`src/design/mbe_pkg.sv`:
```
// Shared types, constants and helpers for the Mandelbrot escape-time color unit.
package mbe_pkg;

  localparam int COORD_W = 32;
  localparam int COUNT_W = 16;
  localparam int FRAC_W  = COORD_W - 4;
  localparam int PROD_W  = 2 * COORD_W;
  localparam int WIDE_W  = PROD_W + 2;
  localparam int RED_W   = 11;
  localparam int BLUE_W  = 8;

  localparam logic [COUNT_W-1:0] LIMIT_RESET = COUNT_W'(2000);
  localparam logic [BLUE_W-1:0]  BLUE_MAX    = {BLUE_W{1'b1}};
  localparam logic [WIDE_W-1:0]  ESC_THRESH  = WIDE_W'(1) << (2 * FRAC_W + 2);

  typedef enum logic [2:0] {
    S_IDLE,
    S_XX,
    S_YY,
    S_XY,
    S_UPD,
    S_DONE
  } state_t;

  // floor by FRAC_W, then clamp to the signed coordinate range
  function automatic logic signed [COORD_W-1:0] sat_coord(input logic signed [WIDE_W-1:0] v);
    logic [WIDE_W-FRAC_W-COORD_W:0] top;
    top = v[WIDE_W-1:FRAC_W+COORD_W-1];
    if (top == '0 || top == '1) begin
      return v[FRAC_W+COORD_W-1:FRAC_W];
    end else if (v[WIDE_W-1]) begin
      return {1'b1, {(COORD_W-1){1'b0}}};
    end else begin
      return {1'b0, {(COORD_W-1){1'b1}}};
    end
  endfunction

endpackage

```
`src/design/mandelbrot_escape_time_color_unit.sv`:
```
// Mandelbrot escape-time evaluator with red/blue color codes; one shared multiplier.
// Each iteration: one multiplier does x*x, y*y and x*y in turn, then an update step;
//   a point finishes when it escapes or when the iteration limit N is reached.
// Throughput: one item at a time; in_stall is high from accept until the result is loaded.
// The result register frees the input side while a result waits on out_stall.
// Reset (rst, synchronous): idle, no result held, iteration_limit back to 2000.
module mandelbrot_escape_time_color_unit import mbe_pkg::*; (
  input  logic                      clk,
  input  logic                      rst,
  input  logic                      cfg_valid,
  output logic                      cfg_ready,
  input  logic [COUNT_W-1:0]        iteration_limit,
  input  logic                      in_valid,
  output logic                      in_stall,
  input  logic signed [COORD_W-1:0] c_real,
  input  logic signed [COORD_W-1:0] c_imag,
  output logic                      out_valid,
  input  logic                      out_stall,
  output logic [COUNT_W-1:0]        escape_count,
  output logic                      inside_set,
  output logic [RED_W-1:0]          red_code,
  output logic [BLUE_W-1:0]         blue_code
);

  state_t state, state_next;

  logic [COUNT_W-1:0]        iter_limit;
  logic signed [COORD_W-1:0] cr, ci, x, y;
  logic [COUNT_W-1:0]        count;
  logic signed [PROD_W-1:0]  prod, xx;
  logic signed [COORD_W-1:0] mul_a, mul_b;
  logic [WIDE_W-1:0]         sum_sq;
  logic signed [WIDE_W-1:0]  cr_al, ci_al, nx_sum, ny_sum;
  logic                      escape, at_limit, in_accept, load_out;

  assign cfg_ready = 1'b1;
  assign in_accept = in_valid && !in_stall;
  assign at_limit  = (count == iter_limit);

  // shared multiplier operands
  assign mul_a = (state == S_YY) ? y : x;
  assign mul_b = (state == S_XX) ? x : y;

  assign cr_al  = {{(WIDE_W-COORD_W-FRAC_W){cr[COORD_W-1]}}, cr, {FRAC_W{1'b0}}};
  assign ci_al  = {{(WIDE_W-COORD_W-FRAC_W){ci[COORD_W-1]}}, ci, {FRAC_W{1'b0}}};
  assign sum_sq = {2'b00, xx} + {2'b00, prod};
  assign escape = (sum_sq >= ESC_THRESH);
  assign nx_sum = {{2{xx[PROD_W-1]}}, xx} - {{2{prod[PROD_W-1]}}, prod} + cr_al;
  assign ny_sum = {prod[PROD_W-1], prod, 1'b0} + ci_al;

  always_ff @(posedge clk) begin
    if (rst) begin
      state <= S_IDLE;
    end else begin
      state <= state_next;
    end
  end

  always_comb begin
    state_next = state;
    in_stall   = 1'b1;
    load_out   = 1'b0;
    unique case (state)
      S_IDLE: begin
        in_stall = 1'b0;
        if (in_valid) begin
          state_next = S_XX;
        end
      end
      S_XX: begin
        state_next = at_limit ? S_DONE : S_YY;
      end
      S_YY: begin
        state_next = S_XY;
      end
      S_XY: begin
        state_next = escape ? S_DONE : S_UPD;
      end
      S_UPD: begin
        state_next = S_XX;
      end
      S_DONE: begin
        if (!out_valid || !out_stall) begin
          load_out   = 1'b1;
          state_next = S_IDLE;
        end
      end
      default: begin
        state_next = S_IDLE;
      end
    endcase
  end

  always_ff @(posedge clk) begin
    if (rst) begin
      iter_limit <= LIMIT_RESET;
    end else if (cfg_valid && cfg_ready) begin
      iter_limit <= iteration_limit;
    end
  end

  always_ff @(posedge clk) begin
    prod <= PROD_W'(mul_a) * PROD_W'(mul_b);
    if (in_accept) begin
      cr    <= c_real;
      ci    <= c_imag;
      x     <= '0;
      y     <= '0;
      count <= '0;
    end
    if (state == S_YY) begin
      xx <= prod;
    end
    // x*y is taken from the old x in this same cycle
    if (state == S_XY) begin
      x <= sat_coord(nx_sum);
    end
    if (state == S_UPD) begin
      y     <= sat_coord(ny_sum);
      count <= count + COUNT_W'(1);
    end
  end

  always_ff @(posedge clk) begin
    if (rst) begin
      out_valid <= 1'b0;
    end else if (load_out) begin
      out_valid <= 1'b1;
    end else if (!out_stall) begin
      out_valid <= 1'b0;
    end
  end

  always_ff @(posedge clk) begin
    if (load_out) begin
      escape_count <= count;
      inside_set   <= at_limit;
      red_code     <= at_limit ? '0 : count[RED_W-1:0];
      if (at_limit) begin
        blue_code <= '0;
      end else if (count > COUNT_W'(BLUE_MAX)) begin
        blue_code <= BLUE_MAX;
      end else begin
        blue_code <= count[BLUE_W-1:0];
      end
    end
  end

endmodule

```
`config.mk`:
```
export PLATFORM = sky130hd
export DESIGN_NAME = mandelbrot_escape_time_color_unit
export DESIGN_NICKNAME = d
export VERILOG_FILES = /design/src/design/mbe_pkg.sv /design/src/design/mandelbrot_escape_time_color_unit.sv
export SDC_FILE = /design/constraint.sdc
export NUM_CORES = 2
export LEC_CHECK = 0
export ABC_CLOCK_PERIOD_IN_PS = 10090
export BUFFER_PORTS_ARGS = -buffer_cell sky130_fd_sc_hd__buf_2
export CAP_MARGIN = 10
export CORE_ASPECT_RATIO = 1.5
export CORE_MARGIN = 2
export CORE_UTILIZATION = 49
export DETAILED_ROUTE_END_ITERATION = 6
export MAX_ROUTING_LAYER = met4
export PLACE_DENSITY = 0.71
export SLEW_MARGIN = 5
export SYNTH_ARGS = -nofsm -noshare
export SYNTH_HDL_FRONTEND = slang
export SYNTH_SLANG_ARGS = --single-unit
```
`constraint.sdc`:
```
create_clock -name clk -period 10.09 [get_ports clk]
set_input_delay 2.018 -clock clk [delete_from_list [all_inputs] [get_ports clk]]
set_output_delay 2.018 -clock clk [all_outputs]
set_load 0.005 [all_outputs]
```
# After elaboration in Yosys (flattened, before gate mapping)

Index checks and enable logic that the tools add are counted.

Word-level logic and storage cells: 67
Bits of input ports: 85
Register bits: 328

$mul: 1
$lt $le $gt $ge: 2
Reduce and logical (&&, ||, !) cells: 12
Multiplexer cells: 22
Equal/unequal tests: 11
$add $sub $neg: 5

Operator list:

| kind                                                                                   | number |
|---|---|
| 32-bit 2-to-1 mux                                                                      | 9 |
| 65-bit by 60-bit adder with 66-bit output                                              | 2 |
| 64-bit by 64-bit adder with 65-bit output                                              | 1 |
| 65-bit by 59-bit greater-or-equal comparator with 1-bit output (second input constant) | 1 |
| 64-bit by 64-bit subtractor with 65-bit output                                         | 1 |
| 32-bit by 32-bit multiplier with 64-bit output                                         | 1 |
| 16-bit 2-to-1 mux                                                                      | 2 |
| 3-bit case mux with 6 select lines                                                     | 1 |
| 16-bit by 1-bit adder with 16-bit output (second input constant)                       | 1 |
| 16-bit equality test                                                                   | 1 |
| 16-bit by 8-bit > comparator with 1-bit output (second input constant)                 | 1 |
| 7-bit equality test (second input constant)                                            | 2 |
| 7-bit logical NOT                                                                      | 2 |
| 3-bit 2-to-1 mux                                                                       | 3 |
| 8-bit 2-to-1 mux                                                                       | 1 |
| 3-bit by 2-bit equality test with 1-bit output (second input constant)                 | 2 |
| 3-bit equality test (second input constant)                                            | 2 |
| 1-bit 2-to-1 mux                                                                       | 6 |
| 2-bit inequality test (second input constant)                                          | 2 |
| 2-bit nonzero test                                                                     | 2 |
| 3-bit by 1-bit equality test with 1-bit output (second input constant)                 | 1 |
| 3-bit logical NOT                                                                      | 1 |
| 1-bit logical OR                                                                       | 3 |
| 1-bit logical NOT                                                                      | 2 |
| other kinds (3)                                                                        | 3 |

# Longest topological paths before layout

Depth in word-level cells: 6
Mapped depth: 35
Depth with buffers taken out: 31

# Worst setup path before layout

No wires, ideal clock.

Kind: register -> register
From: register state[1]
To: register prod[58]
Data arrival time: 10.670 ns
Buffers on the path: 4
Path slack: -0.707 ns
Cell stages (with the launch flop): 31
Cells stage by stage: dfxtp_1 -> clkbuf_1 -> inv_1 -> nor3_1 -> clkbuf_1 -> buf_1 -> mux2i_1 -> clkbuf_1 -> nor2_1 -> fa_1 -> inv_1 -> fa_1 -> inv_1 -> fa_1 -> fa_1 -> inv_1 -> fa_1 -> inv_1 -> fa_1 -> inv_1 -> fa_1 -> inv_1 -> fa_1 -> ha_1 -> a21oi_1 -> nor3b_1 -> o21ai_1 -> and2_1 -> a41oi_1 -> o21ai_0 -> xor2_1

Cells in the longest elaborated chain, start to end: 3
Elaborated cells on any way between the ends: 5

RTL lines:

| what                                                                                                             | line                                                                             | source |
|---|---|---|
| start, declared                                                                                                  | mandelbrot_escape_time_color_unit.sv:25                                          | `state_t state, state_next;` |
| start signal, assigned                                                                                           | mandelbrot_escape_time_color_unit.sv:55                                          | `state <= state_next;` |
| 3-bit by 2-bit equality test with 1-bit output or 3-bit by 1-bit equality test with 1-bit output (tied branches) | mandelbrot_escape_time_color_unit.sv:41, mandelbrot_escape_time_color_unit.sv:42 |  |
| 32-bit 2-to-1 mux (on tied branches)                                                                             | mandelbrot_escape_time_color_unit.sv:41, mandelbrot_escape_time_color_unit.sv:42 |  |
| 32-bit by 32-bit multiplier with 64-bit output *                                                                 | mandelbrot_escape_time_color_unit.sv:103                                         | `prod <= PROD_W'(mul_a) * PROD_W'(mul_b);` |
| end signal, assigned                                                                                             | mandelbrot_escape_time_color_unit.sv:103                                         |  |
| end, declared                                                                                                    | mandelbrot_escape_time_color_unit.sv:30                                          | `logic signed [PROD_W-1:0] prod, xx;` |

Every way passes the cells marked *; elsewhere a longest branch is shown, timed or not.
A chain may end at the register's enable or synchronous reset.

# Worst setup path after layout

From: register state[0]
To: register prod[49]

The elaborated chain is that of the path after synthesis.

==> impl_results.md <==
- Post-synth EDFFs: between 200 and 250
- Row cnt: roughly 150
- Initial antenna violation count: 9
- Vias per inst: about 5.8
- Share of cells above drive strength 1: 0.0878
- Clock Pin Slew Worst Setup and Hold Paths: approximately 0.06 ns
- TNS Setup: 0 ns
- Slew Limit Fails: 0
- Core ar.: approximately 110000 um^2
- Most used cell, CP: fa_1
- Clk sinks: between 300 and 400
- Top Ports: 124
- Synthesized area per cell: 9.57 um^2
- Top cells by area, synth: fa_1 (40%), edfxtp_1 (13%), ha_1 (8.4%)
- # hold bufs at CTS: 0
- WP data arrival: 10.27 ns
- Run status: finished clean
- Gr busiest metal: met2
- Drt wl/cell: 25.0 um
- Dominant synthesized flop cell: edfxtp_1
- Top cells by count, synth: inv_1 (1207), fa_1 (1120), nor2_1 (638)
- Synth Area in XOR/XNOR: 0.0264
- Worst reg2reg setup slack: 0.28 ns
- Drt pass-1 iters: 7
- Syn nets: approximately 7400
- Worst-Margin Slew: 1.15 ns
- Hold Vio Cnt, Final: 0
- Synth Area in Adders: 0.485
- Area share of the largest cell type after synthesis: 0.400
- Clk root buf: clkbuf_16
- Most frequent cell after synthesis: inv_1
- Total global-route track usage: 0.337
- GR Util met1: 0.343
- Top delay family on crit path: adder cells
- IO buf count: about 120
- Die H: around 420 um
- Critical Path RT: roughly 11 ns
- HPWL after detailed placement: 150 mm
- Mapped Cells: 5851
- Die width: 280 um
- Final WL: between 150 and 200 mm
- Vias: ~43000
- Post-synthesis mux area share: 0.0253
- Synth Cell Area: about 56000 um^2
- Cell Area, Placed: about 59000 um^2
- Util after Layout: 0.532
- Routing usage on met3: 0.0735
- Crit Path Category: reg -> reg
- Clock latency on the worst-skew pair: between 0.5 and 0.6 ns
- Post-synthesis sequential area ratio: 0.161
- Max_cap viols: 0
- # fillers: 10128
- Initial core utilization: 0.495
- Final #Nets: 7523
- Crit path buf inv count: 6
- CP Launch Type: register
- H-tree level count: 2
- Highest Clock Rate: 102 MHz
- Netlist cell types: roughly 90
- Global-route wire length before repair: 279 mm
- Worst Slack Setup Final: 0.276 ns
- Met2 Track Usage GR: 0.552
- Post-route cell area: 60200 um^2
- Synth Area in Simple Gates: 0.121
- CP max stage cell: mux2_2
- Clk buf depth: 3
- # DRC: 0
- Slew Limit Headroom: 0.231
- # setup viols final: 0
- Synth area leader: fa_1
- CTS tree: yes
- Worst-path fanout max: between 40 and 50
- Syn. warnings: 0
- Crit share post-route: 0.973
- Synth-to-Final Area Change: 7.44%
- DR iter-0 viols: 3545
- Pin count of the biggest net entering global routing: 50
- RSZ-0062 raised after global routing: false
- CP endpoint kind: register
- Largest family of logic cells by synthesized area: adder cells
- Number of routed nets with antenna violations: 0
- Post-CTS Resized: 0
- Critical Path Max Stage Delay: 0.61 ns
- Fin crit period: 9.81 ns
- Worst Hold Class: reg -> reg
- Gpl congestion: 1.05
- Die Footprint: about 120000 um^2
- Number of global-route vias before repair: 46626
- Post-synth ARST share: 0
- CTS buffer count: 37
- Worst Skew: about 0.033 ns
- Flops & latches, synth: 328
- DP Worst Slack: 0.314 ns
- GRT overflow: 0
- Compound-gate portion of the synthesized area: 0.0852
- # Post-CTS Setup Buffers: 0
## cell type report
cell class,count,area (um^2),share of cell area
clock inverter,23,234,0.00389
timing repair buffer,267,1770,0.0295
sequential,328,9010,0.150
tap,1453,1820,0.0302
clock buffer,45,987,0.0164
antenna,9,22.5,0.000374
inverter,1208,4530,0.0754
multi-input combinational,4099,41800,0.695
## cells in the final DEF (no fill, tap or decap), drive strengths merged, types with 72 or more instances in the layout
cell,count
ha,377
o21ai,118
buf,267
fa,1120
xnor2,94
a21o,87
dfxtp,84
a21oi,280
xor2,75
nor2,639
nand2,619
mux2i,72
edfxtp,244
inv,1212
## registers in the layout, summed over array words and instances (netlist names), 32 cells and up
signal,flops
prod,64
xx,64
ci,32
cr,32
x,32
y,32
## metal layers
metal | vias to the layer above | part of all wire
li1 | 18477 | -
met1 | 21656 | 0.32
met2 | 2209 | 0.49
met3 | 919 | 0.079
met4 | 0 | 0.11
met5 | - | 0
## cell families (layout without fill, tap and decap cells)
| logic type | Yosys count | in the layout |
|---|---|---|
| AO/OA/AOI/OAI | 712 | 712 |
| XOR/XNOR | 169 | 169 |
| adder cells (fa/ha/maj) | 1497 | 1497 |
| buffers and inverters | 1424 | 1543 |
| flip-flops | 328 | 328 |
| multiplexers | 134 | 134 |
| other | 1 | 10 |
| AND/OR/NAND/NOR | 1586 | 1586 |
## through the flow
step                      hold slack, ns  instances
after floorplan                    0.424       5851
after global placement             0.444       7355
after detailed placement           0.453       7355
after CTS                          0.462       7423
after global routing               0.475       7432
final                              0.459       7432
## final timing paths
kind,from,endpoint,depth (start not counted)
hold reg to reg,prod[9],xx[9],0
setup / recovery,state[0],prod[49],29
setup reg to reg,state[0],prod[49],29
hold / removal,prod[9],xx[9],0
Power is left out: the tool's default activity adds up to more than one toggle a clock period on the data nets, which glitch-free logic cannot reach.
